### src/hdl/assert_macros.svh
// assertion helpers, all sampled on clk and held off during reset
`ifndef ASSERT_MACROS_SVH
`define ASSERT_MACROS_SVH

// same-cycle implication
`define RLT_ASSERT_IMP(name, ante, cons) \
	name: assert property (@(posedge clk) disable iff (!arst_n) (ante) |-> (cons)) \
		else $error("rlt assertion failed");

// next-cycle implication
`define RLT_ASSERT_NEXT(name, ante, cons) \
	name: assert property (@(posedge clk) disable iff (!arst_n) (ante) |=> (cons)) \
		else $error("rlt assertion failed");

`endif

### src/hdl/rlt_pkg.sv
package rlt_pkg;

	localparam int BUFFER_BYTES_DEF = 10;
	localparam int QUEUE_DEPTH      = 2;

	localparam int BYTE_W    = 8;
	localparam int CODE_W    = 4;
	localparam int LEN_W     = 4;
	localparam int MAX_CODES = 8;
	localparam int CHARS_W   = CODE_W * MAX_CODES;

	localparam logic [BYTE_W-1:0] CH_CR    = 8'h0d;
	localparam logic [BYTE_W-1:0] CH_LF    = 8'h0a;
	localparam logic [BYTE_W-1:0] CH_HASH  = 8'h23;
	localparam logic [BYTE_W-1:0] CH_QMARK = 8'h3f;
	localparam logic [BYTE_W-1:0] CH_SPACE = 8'h20;
	localparam logic [BYTE_W-1:0] CH_COMMA = 8'h2c;
	localparam logic [BYTE_W-1:0] CH_DOT   = 8'h2e;
	localparam logic [BYTE_W-1:0] CH_MINUS = 8'h2d;
	localparam logic [BYTE_W-1:0] CH_0     = 8'h30;
	localparam logic [BYTE_W-1:0] CH_9     = 8'h39;

	localparam logic [CODE_W-1:0] CODE_DOT   = 4'd10;
	localparam logic [CODE_W-1:0] CODE_MINUS = 4'd11;

	typedef enum logic [2:0] {
		CLS_EOL,
		CLS_HASH,
		CLS_QMARK,
		CLS_SPACE,
		CLS_COMMA,
		CLS_NUM,
		CLS_OTHER
	} tok_cls_t;

	typedef struct packed {
		tok_cls_t            cls;
		logic [CODE_W-1:0]   code;
	} tok_t;

	typedef struct packed {
		logic [LEN_W-1:0]    first_length;
		logic [CHARS_W-1:0]  first_codes;
		logic                has_second;
		logic [LEN_W-1:0]    second_length;
		logic [CHARS_W-1:0]  second_codes;
	} result_t;

endpackage

### src/hdl/rlt_fifo.sv
module rlt_fifo #(
	parameter int WIDTH = 8,
	parameter int DEPTH = 2
) (
	input  logic             clk,
	input  logic             arst_n,
	input  logic             push,
	input  logic [WIDTH-1:0] din,
	output logic             full,
	input  logic             pop,
	output logic [WIDTH-1:0] dout,
	output logic             empty
);
	// depth is a power of two so the pointers wrap by themselves
	localparam int PW = (DEPTH > 1) ? $clog2(DEPTH) : 1;

	logic [WIDTH-1:0] mem_q [DEPTH];
	logic [PW-1:0]    wr_q;
	logic [PW-1:0]    rd_q;
	logic [PW:0]      cnt_q;
	logic             do_push;
	logic             do_pop;

	assign full    = (cnt_q == (PW+1)'(DEPTH));
	assign empty   = (cnt_q == '0);
	assign do_push = push & ~full;
	assign do_pop  = pop & ~empty;
	assign dout    = mem_q[rd_q];

	always_ff @(posedge clk or negedge arst_n) begin
		if (!arst_n) begin
			wr_q  <= '0;
			rd_q  <= '0;
			cnt_q <= '0;
		end else begin
			if (do_push) begin
				wr_q <= wr_q + PW'(1);
			end
			if (do_pop) begin
				rd_q <= rd_q + PW'(1);
			end
			if (do_push && !do_pop) begin
				cnt_q <= cnt_q + (PW+1)'(1);
			end else if (do_pop && !do_push) begin
				cnt_q <= cnt_q - (PW+1)'(1);
			end
		end
	end

	always_ff @(posedge clk) begin
		if (do_push) begin
			mem_q[wr_q] <= din;
		end
	end

endmodule

### src/hdl/rlt_front.sv
module rlt_front (
	input  logic                        clk,
	input  logic                        arst_n,
	input  logic                        push,
	output logic                        full,
	input  logic [rlt_pkg::BYTE_W-1:0]  rx_byte,
	output logic                        tok_valid,
	output rlt_pkg::tok_t               tok,
	input  logic                        tok_take
);
	import rlt_pkg::*;

	tok_t tok_d;
	logic tok_empty;
	logic [$bits(tok_t)-1:0] tok_bits;

	always_comb begin
		tok_d.code = '0;
		case (rx_byte) inside
			CH_CR, CH_LF: tok_d.cls = CLS_EOL;
			CH_HASH:      tok_d.cls = CLS_HASH;
			CH_QMARK:     tok_d.cls = CLS_QMARK;
			CH_SPACE:     tok_d.cls = CLS_SPACE;
			CH_COMMA:     tok_d.cls = CLS_COMMA;
			CH_DOT: begin
				tok_d.cls  = CLS_NUM;
				tok_d.code = CODE_DOT;
			end
			CH_MINUS: begin
				tok_d.cls  = CLS_NUM;
				tok_d.code = CODE_MINUS;
			end
			[CH_0:CH_9]: begin
				tok_d.cls  = CLS_NUM;
				tok_d.code = CODE_W'(rx_byte - CH_0);
			end
			default:      tok_d.cls = CLS_OTHER;
		endcase
	end

	rlt_fifo #(
		.WIDTH ($bits(tok_t)),
		.DEPTH (QUEUE_DEPTH)
	) u_tok_q (
		.clk    (clk),
		.arst_n (arst_n),
		.push   (push),
		.din    (tok_d),
		.full   (full),
		.pop    (tok_take),
		.dout   (tok_bits),
		.empty  (tok_empty)
	);

	assign tok       = tok_t'(tok_bits);
	assign tok_valid = ~tok_empty;

endmodule

### src/hdl/rlt_back.sv
`include "assert_macros.svh"

module rlt_back #(
	parameter int BUFFER_BYTES = rlt_pkg::BUFFER_BYTES_DEF
) (
	input  logic              clk,
	input  logic              arst_n,
	input  logic              tok_valid,
	input  rlt_pkg::tok_t     tok,
	output logic              tok_take,
	output logic              res_empty,
	output rlt_pkg::result_t  res,
	input  logic              res_pop
);
	import rlt_pkg::*;

	localparam logic [LEN_W:0] LIMIT = (LEN_W+1)'(BUFFER_BYTES - 1);

	logic                discard_q;
	logic                skip_q;
	logic                idx_q;
	logic [LEN_W-1:0]    len_q   [2];
	logic [CHARS_W-1:0]  chars_q [2];

	logic                discard_d;
	logic                skip_d;
	logic                idx_d;
	logic [LEN_W-1:0]    len_d   [2];
	logic [CHARS_W-1:0]  chars_d [2];

	logic                res_full;
	logic                res_push;
	result_t             res_d;
	logic [$bits(result_t)-1:0] res_bits;
	logic [LEN_W-1:0]    pos;
	logic [LEN_W:0]      next_len;

	assign tok_take = tok_valid & ~res_full;
	assign pos      = len_q[idx_q];
	assign next_len = {1'b0, pos} + (LEN_W+1)'(1);

	assign res_d.first_length  = len_q[0];
	assign res_d.first_codes   = chars_q[0];
	assign res_d.has_second    = idx_q;
	assign res_d.second_length = len_q[1];
	assign res_d.second_codes  = chars_q[1];

	always_comb begin
		discard_d = discard_q;
		skip_d    = skip_q;
		idx_d     = idx_q;
		len_d     = len_q;
		chars_d   = chars_q;
		res_push  = 1'b0;
		if (tok_take) begin
			if (tok.cls == CLS_EOL) begin
				res_push  = (len_q[0] != '0);
				discard_d = 1'b0;
				skip_d    = 1'b0;
				idx_d     = 1'b0;
				len_d     = '{default: '0};
				chars_d   = '{default: '0};
			end else if (tok.cls == CLS_HASH || discard_q) begin
				discard_d = 1'b1;
			end else if (tok.cls == CLS_QMARK) begin
				skip_d = 1'b1;
			end else if (skip_q) begin
				if (tok.cls == CLS_SPACE) begin
					skip_d = 1'b0;
				end
			end else if (tok.cls == CLS_COMMA) begin
				if (!idx_q && len_q[0] != '0) begin
					idx_d = 1'b1;
				end else begin
					// empty first field or a third field
					discard_d = 1'b1;
					idx_d     = 1'b0;
					len_d     = '{default: '0};
					chars_d   = '{default: '0};
				end
			end else if (tok.cls == CLS_NUM) begin
				if (!pos[LEN_W-1]) begin
					chars_d[idx_q][{pos[LEN_W-2:0], 2'b00} +: CODE_W] = tok.code;
				end
				len_d[idx_q] = next_len[LEN_W-1:0];
				if (next_len >= LIMIT) begin
					// field too long for the buffer
					discard_d = 1'b1;
					idx_d     = 1'b0;
					len_d     = '{default: '0};
					chars_d   = '{default: '0};
				end
			end
		end
	end

	always_ff @(posedge clk or negedge arst_n) begin
		if (!arst_n) begin
			discard_q <= 1'b0;
			skip_q    <= 1'b0;
			idx_q     <= 1'b0;
			len_q     <= '{default: '0};
			chars_q   <= '{default: '0};
		end else begin
			discard_q <= discard_d;
			skip_q    <= skip_d;
			idx_q     <= idx_d;
			len_q     <= len_d;
			chars_q   <= chars_d;
		end
	end

	rlt_fifo #(
		.WIDTH ($bits(result_t)),
		.DEPTH (QUEUE_DEPTH)
	) u_res_q (
		.clk    (clk),
		.arst_n (arst_n),
		.push   (res_push),
		.din    (res_d),
		.full   (res_full),
		.pop    (res_pop),
		.dout   (res_bits),
		.empty  (res_empty)
	);

	assign res = result_t'(res_bits);

	`RLT_ASSERT_NEXT(a_eol_clears, tok_take && tok.cls == CLS_EOL, len_q[0] == '0 && len_q[1] == '0 && !idx_q && !discard_q && !skip_q)
	`RLT_ASSERT_IMP(a_len_bound, 1'b1, (LEN_W+1)'(len_q[0]) < LIMIT && (LEN_W+1)'(len_q[1]) < LIMIT)
	`RLT_ASSERT_IMP(a_second_closed, !idx_q, len_q[1] == '0 && chars_q[1] == '0)
	`RLT_ASSERT_IMP(a_emit_ok, res_push, !res_full && res_d.first_length != '0)

endmodule

### src/hdl/reply_line_tokenizer_top.sv
// Splits a received text stream into lines of up to two comma separated numeric fields and
// queues one result per line whose first field is not empty. One byte is taken every clock
// while the small token queue has room; the back end updates the field state once per byte,
// which sets the sustained rate of one byte per clock while the result queue has room. A result
// appears on the output queue in the cycle after its end-of-line byte was taken. Both sides
// stall on their own: full rises only when the token queue backs up behind an unread result queue.
module reply_line_tokenizer_top #(
	parameter int BUFFER_BYTES = rlt_pkg::BUFFER_BYTES_DEF
) (
	input  logic                         clk,
	input  logic                         arst_n,
	input  logic                         push,
	output logic                         full,
	input  logic [rlt_pkg::BYTE_W-1:0]   rx_byte,
	output logic                         empty,
	input  logic                         pop,
	output logic [rlt_pkg::LEN_W-1:0]    first_length,
	output logic [rlt_pkg::CHARS_W-1:0]  first_codes,
	output logic                         has_second,
	output logic [rlt_pkg::LEN_W-1:0]    second_length,
	output logic [rlt_pkg::CHARS_W-1:0]  second_codes
);
	import rlt_pkg::*;

	tok_t    tok;
	logic    tok_valid;
	logic    tok_take;
	result_t res;

	rlt_front u_front (
		.clk       (clk),
		.arst_n    (arst_n),
		.push      (push),
		.full      (full),
		.rx_byte   (rx_byte),
		.tok_valid (tok_valid),
		.tok       (tok),
		.tok_take  (tok_take)
	);

	rlt_back #(
		.BUFFER_BYTES (BUFFER_BYTES)
	) u_back (
		.clk       (clk),
		.arst_n    (arst_n),
		.tok_valid (tok_valid),
		.tok       (tok),
		.tok_take  (tok_take),
		.res_empty (empty),
		.res       (res),
		.res_pop   (pop)
	);

	assign first_length  = res.first_length;
	assign first_codes   = res.first_codes;
	assign has_second    = res.has_second;
	assign second_length = res.second_length;
	assign second_codes  = res.second_codes;

endmodule

### config.mk
export PLATFORM = sky130hd
export DESIGN_NAME = reply_line_tokenizer_top
export DESIGN_NICKNAME = d
export VERILOG_FILES = /design/src/hdl/rlt_pkg.sv /design/src/hdl/rlt_fifo.sv /design/src/hdl/rlt_front.sv /design/src/hdl/rlt_back.sv /design/src/hdl/reply_line_tokenizer_top.sv
export VERILOG_INCLUDE_DIRS = /design/src /design/src/hdl
export SDC_FILE = /design/constraint.sdc
export NUM_CORES = 1
export LEC_CHECK = 0
export ABC_CLOCK_PERIOD_IN_PS = 6400
export BUFFER_PORTS_ARGS = -buffer_cell sky130_fd_sc_hd__buf_2
export CAP_MARGIN = 30
export CELL_PAD_IN_SITES_DETAIL_PLACEMENT = 0
export CELL_PAD_IN_SITES_GLOBAL_PLACEMENT = 2
export CORE_MARGIN = 2
export CORE_UTILIZATION = 43
export CTS_CLUSTER_SIZE = 20
export DETAILED_ROUTE_END_ITERATION = 7
export PLACE_DENSITY_LB_ADDON = 0.1
export SYNTH_ARGS = -nofsm -noshare
export SYNTH_HDL_FRONTEND = slang
export SYNTH_SLANG_ARGS = --single-unit
### constraint.sdc
create_clock -name clk -period 6.4 [get_ports clk]
set_input_delay 0.64 -clock clk [delete_from_list [all_inputs] [get_ports clk]]
set_output_delay 0.64 -clock clk [all_outputs]
set_load 0.02 [all_outputs]
### Yosys cells after proc, flatten, opt, wreduce, memory -nomap -nowiden

Memory sizes are Yosys's and may differ from the RTL's.
Index checks and enable logic that the tools add are counted.

* memories kept: 2
* bits in registers: 83
* input bits: 12
* logic and storage cells: 168
* output and inout bits: 75
* bits in writable memories: 160

* bitwise gates (word level): 10
* $lt $le $gt $ge: 5
* equal/unequal tests: 23
* $add $sub $neg: 11
* muxes and demuxes: 73
* reductions and logical operators: 29
* shift operators: 2

Memory list
* u_back.u_res_q.mem_q: depth 2, width 73, rd ports 1, clocked after memory_dff 0, wr ports 1, line rlt_fifo.sv:17 `logic [WIDTH-1:0] mem_q [DEPTH];`
* u_front.u_tok_q.mem_q: depth 2, width 7, rd ports 1, clocked after memory_dff 0, wr ports 1, line rlt_fifo.sv:17

Operator list (number)
* 2-to-1 mux 64 bit: 9
* bitwise mux 64 bit: 1
* 2-to-1 mux 8 bit: 8
* equality test 8 x 6 -> 1 bit, second input constant: 6
* 2-to-1 mux 4 bit: 12
* demux 32 bit (select 1 bit): 1
* 2-to-1 mux 32 bit: 1
* variable shift 4 x 7 -> 32 bit, first input constant: 1
* variable part select 4 x 7 -> 32 bit: 1
* 2-to-1 mux 1 bit: 27
* 2-to-1 mux 3 bit: 7
* AND reduction 6 bit: 3
* equality test 8 x 4 -> 1 bit, second input constant: 2
* nonzero test 4 bit: 3
* 2-to-1 mux 2 bit: 5
* bitwise mux 8 bit: 1
* greater-or-equal comparator 8 x 6 -> 1 bit, second input constant: 1
* less-or-equal comparator 8 x 6 -> 1 bit, second input constant: 1
* logical AND 1 bit: 7
* negation 5 -> 7 bit: 1
* AND reduction 7 bit: 1
* equality test 3 x 2 -> 1 bit, second input constant: 2
* equality test 3 bit, second input constant: 2
* nonzero test 3 bit: 2
* other kinds (28): 48

### Depth between registers and ports, before layout

* depth after elaboration: 17
* gate-level depth with buffers: 10
* mapped depth without buffers: 9

### Hierarchy

From an unflattened synthesis, not the netlist that was laid out.

* cell total of the unflattened synthesis: 645
* area total of the unflattened synthesis: 10348.7 um^2

By module, submodules not included
* rlt_fifo at u_back.u_res_q: area each 5711.7 um^2, instances 1, seq. area each 4484.3 um^2, cells each 246
* rlt_back: area each 3607.2 um^2, instances 1, seq. area each 1876.8 um^2, cells each 307
* rlt_fifo at u_front.u_tok_q: area each 703.2 um^2, instances 1, seq. area each 520.5 um^2, cells each 41
* rlt_front: area each 326.6 um^2, instances 1, seq. area each 0.0 um^2, cells each 51

### Least setup slack after synthesis

No wires, ideal clock.

* path kind: register -> register
* from: register u_front.u_tok_q.rd_q
* to: memory u_back.u_res_q.mem_q[0][0] (netlist bit), enable pin
* period minus slack after synthesis: 5.237 ns
* data required time: 5.887 ns
* path buffers: 1
* arrival time: 4.724 ns
* slack: 1.163 ns
* setup time: 0.513 ns
* stages on the path, launching flop included: 6
* cells stage by stage: dfrtp_1 > buf_6 > mux2i_1 > nor2b_1 > nor3b_1 > nor2b_1

* word-level cells in the longest chain between the ends: 7

RTL lines
* start: declaration: line rlt_fifo.sv:19 `logic [PW-1:0] rd_q;`
* start signal: assignment: line rlt_fifo.sv:40 `rd_q <= rd_q + PW'(1);`
* memory read (2 x 7 bit)
* logical NOT 3 bit: line rlt_back.sv:56 `if (tok.cls == CLS_EOL) begin`
* 2-to-1 mux 1 bit: line rlt_back.sv:56
* 2-to-1 mux 1 bit: line rlt_back.sv:55 `if (tok_take) begin`
* AND 1 bit: line rlt_fifo.sv:26 `assign do_push = push & ~full;`
* named net u_back.u_res_q.do_push: line rlt_fifo.sv:21 `logic do_push;`
* 2-to-1 mux 1 bit: line rlt_fifo.sv:51 `if (do_push) begin`
* 2-to-1 mux 1 bit (implied by the code): line rlt_fifo.sv:52 `mem_q[wr_q] <= din;`
* end: declaration: line rlt_fifo.sv:17

The timed path passes the listed nets, and every way through them passes these cells.

### Worst setup path after layout

* from: register u_front.u_tok_q.rd_q
* to: memory u_back.u_res_q.mem_q[1][69] (netlist bit), enable pin

The elaborated chain is that of the path after synthesis.

==> flow_summary_export.csv <==
group,metric,value,unit
setup_path,crit_path_cell_trace,"mux2i_1, nor2b_1, nor3b_1, and2_2, buf_4",
floorplanning,start_util,0.439,
global_route,grt_pass1_vias,5806,
clocking,cts_num_sinks,243,
placed_design,place_area,0.0107,sq mm
setup_path,cp_slowest_stage_delay,800,ps
route,viasPerCell,5.36,
sta,setup_violations,0,
global_route,grtUsageTotal,0.170,
clocking,root_buffer,"clkbuf_16",
synthesis,synthDistinctLibCells,53,
finish,final_common_cell,"edfxtp_1",
sta,slew_headroom,0.362,
clocking,cts_setup_buffers,0,
synthesis,netlist_instances,677,
finish,antenna_cells,0,
setup_path,crit_path_top_delay_cell,"dfrtp_1",
setup_path,worstPathArrival,4030,ps
run,cap_viol_max_count,0,
power_and_ir_drop,leakagePower,4.37,nW
synthesis,syn-mean-instance-area,14.7,sq um
synthesis,muxShareOfSynthArea,0.116,
route,vias,5732,
placed_design,dp_slack,2500,ps
placed_design,port_buffers,86,
clocking,cts_resized,0,
synthesis,synth-edff-count,160,
clocking,cts_made_buffers,25,
finish,layout_common_cells,"160 x edfxtp_1, 85 x buf_2, 84 x o21ai_0",
route,drc,0,
setup_path,path_delay_family,"simple AND/OR/NAND/NOR gates",
route,ant_nets,0,
synthesis,synthFlopType,"edfxtp_1",
global_route,grt_first_pass_wirelength,32300,microns
setup_path,critPathKind,"flip-flop to flip-flop",
finish,final_cells,1070,
route,finalWirelength,20300,microns
clocking,clk_pin_slew_worst_paths,60,ps
global_route,overflow,0,
setup_path,critPathMaxFanout,54,
floorplanning,io_pins,87,
power_and_ir_drop,power_density,434,mW/mm^2
route,wl_per_cell,18.9,microns
floorplanning,num_rows,55,
placed_design,dpl.cell_count,1024,
sta,period_needed,3890,ps
clocking,htreeDepth,1,
floorplanning,dieHeight,156,microns
synthesis,synth_nets,694,
run_status,status,"completed",
placed_design,dp_hpwl,13000,microns
clocking,clockBufferDepth,3,
synthesis,synthAdderAreaFrac,0.00629,
global_route,antenna_found_initial,0,
sta,final_max_slew_viol_count,0,
clocking,cts_tree,"yes",
sta,rsz0062_at_grt,"no",
finish,area_growth,16.2,%
setup_path,start_kind,"flip-flop",
synthesis,yosys.area_share.simple,0.0678,
route,drtIter0Drc,334,
route,firstDrtPassIters,6,
setup_path,path_buf_inv,1,
sta,hold_viol,0,
finish,fin_nets,783,
power_and_ir_drop,peakVddDrop,0.258,mV
global_route,grt_start_max_net_pins,62,
synthesis,synth_compound_area_frac,0.0888,
sta,fmax,257,MHz
clocking,cts_hold_buf,0,
setup_path,end_kind,"flip-flop",
synthesis,synthXorXnorAreaFrac,0.0106,
setup_path,required,6540,ps
sta,finalSetupTns,0,ps
floorplanning,die_x,156,microns
synthesis,async_flop_share,0.342,
synthesis,ys_ff_latch,243,
hold_path,hp-class,"primary input to asynchronous set/reset pin",
synthesis,synthesis.area,0.00994,sq mm
sta,skew,12.3,ps
finish,drive_above_1_share,0.302,
finish,fin_util,0.510,
clocking,clkLatencyLatePin,520,ps
synthesis,synth_top_family_by_area,"multiplexers",
sta,holdWs,25.4,ps
finish,final_area,0.0116,sq mm
synthesis,yosysSeqAreaShare,0.692,
floorplanning,dieArea,0.0244,sq mm
synthesis,yosysWarnings,0,
placed_design,gp_congestion,0.817,
sta,period_share,0.608,
floorplanning,coreArea,0.0226,sq mm
sta,tightest_slew,950,ps
sta,setup_ws,2510,ps
power_and_ir_drop,p_total,5.02,mW
==> kinds of logic (layout without fill, tap and decap cells) <==
group                    count (synthesis)  in the layout
buffers and inverters                   37            145
multiplexers                           100            100
AND/OR/NAND/NOR                        128            128
flip-flops                             243            243
AO/OA/AOI/OAI                          152            152
XOR/XNOR                                12             12
adder cells (fa/ha/maj)                  5              5
==> metal layers <==
metal,routed length [microns],up-vias,GRT usage
met5,0,-,0
met3,877,25,0.0300
li1,-,2724,-
met1,9420,2857,0.239
met2,9620,126,0.274
met4,350,0,0.0441
==> registers in the layout, indices dropped and copies added (netlist names) <==
signal / cells
u_back.u_res_q.mem_q: 146
u_back.skip_q: 1
u_back.discard_q: 1
u_back.idx_q: 1
u_back.len_q: 8
u_front.u_tok_q.mem_q: 14
u_back.chars_q: 64
u_back.u_res_q.wr_q: 1
u_back.u_res_q.rd_q: 1
u_back.u_res_q.cnt_q: 2
u_front.u_tok_q.cnt_q: 2
u_front.u_tok_q.wr_q: 1
u_front.u_tok_q.rd_q: 1
==> final timing paths <==
check | slack, ps | start | cells past startpoint | end
min in group clk | 440 | push | 3 | u_front.u_tok_q.wr_q$_DFFE_PN0P_
min reg2reg | 470 | u_back.chars_q[53]$_DFFE_PN0P_ | 0 | u_back.u_res_q.mem_q[0][58]$_DFFE_PP_
min | 30 | arst_n | 1 | u_back.chars_q[4]$_DFFE_PN0P_
max in group asynchronous | 5730 | arst_n | 2 | u_back.chars_q[41]$_DFFE_PN0P_
max | 2510 | u_front.u_tok_q.rd_q$_DFFE_PN0P_ | 5 | u_back.u_res_q.mem_q[1][69]$_DFFE_PP_
max reg2reg | 2510 | u_front.u_tok_q.rd_q$_DFFE_PN0P_ | 5 | u_back.u_res_q.mem_q[1][69]$_DFFE_PP_
==> Yosys cell counts, types with 8 or more instances <==
master,count,share of area
o21ai_0,84,0.042
nand2_1,29,0.011
mux2i_1,9,0.0091
mux2_2,82,0.093
o21ai_1,29,0.015
edfxtp_1,160,0.48
a21o_1,9,0.0068
dfrtp_1,83,0.21
nor2_1,36,0.014
mux2_4,8,0.012
clkbuf_1,22,0.0083
==> power by group <==
group | leakage [nW] | total (mW) | internal [mW] | switching [mW]
Clock | 0.411 | 1.49 | 0.918 | 0.574
Sequential | 2.58 | 2.07 | 1.87 | 0.195
Combinational | 1.38 | 1.46 | 0.583 | 0.876
==> final cells by class <==
cell class / instances / area [sq um]
tap: 285 / 357
sequential: 243 / 6880
multi-input combinational: 397 / 2920
fill: 1932 / 11100
clock inverter: 9 / 150
inverter: 7 / 26.3
clock buffer: 37 / 701
timing repair buffer: 92 / 523
==> worst reg2reg max path, delay by kind of cell (launching register included) <==
family                 cells  cell delay (ps)
AND/OR/NAND/NOR            3             1400
multiplexers               1              580
flip-flops                 1              800
buffers and inverters      1              690
Note: power is estimated with default switching activity, not from simulation.
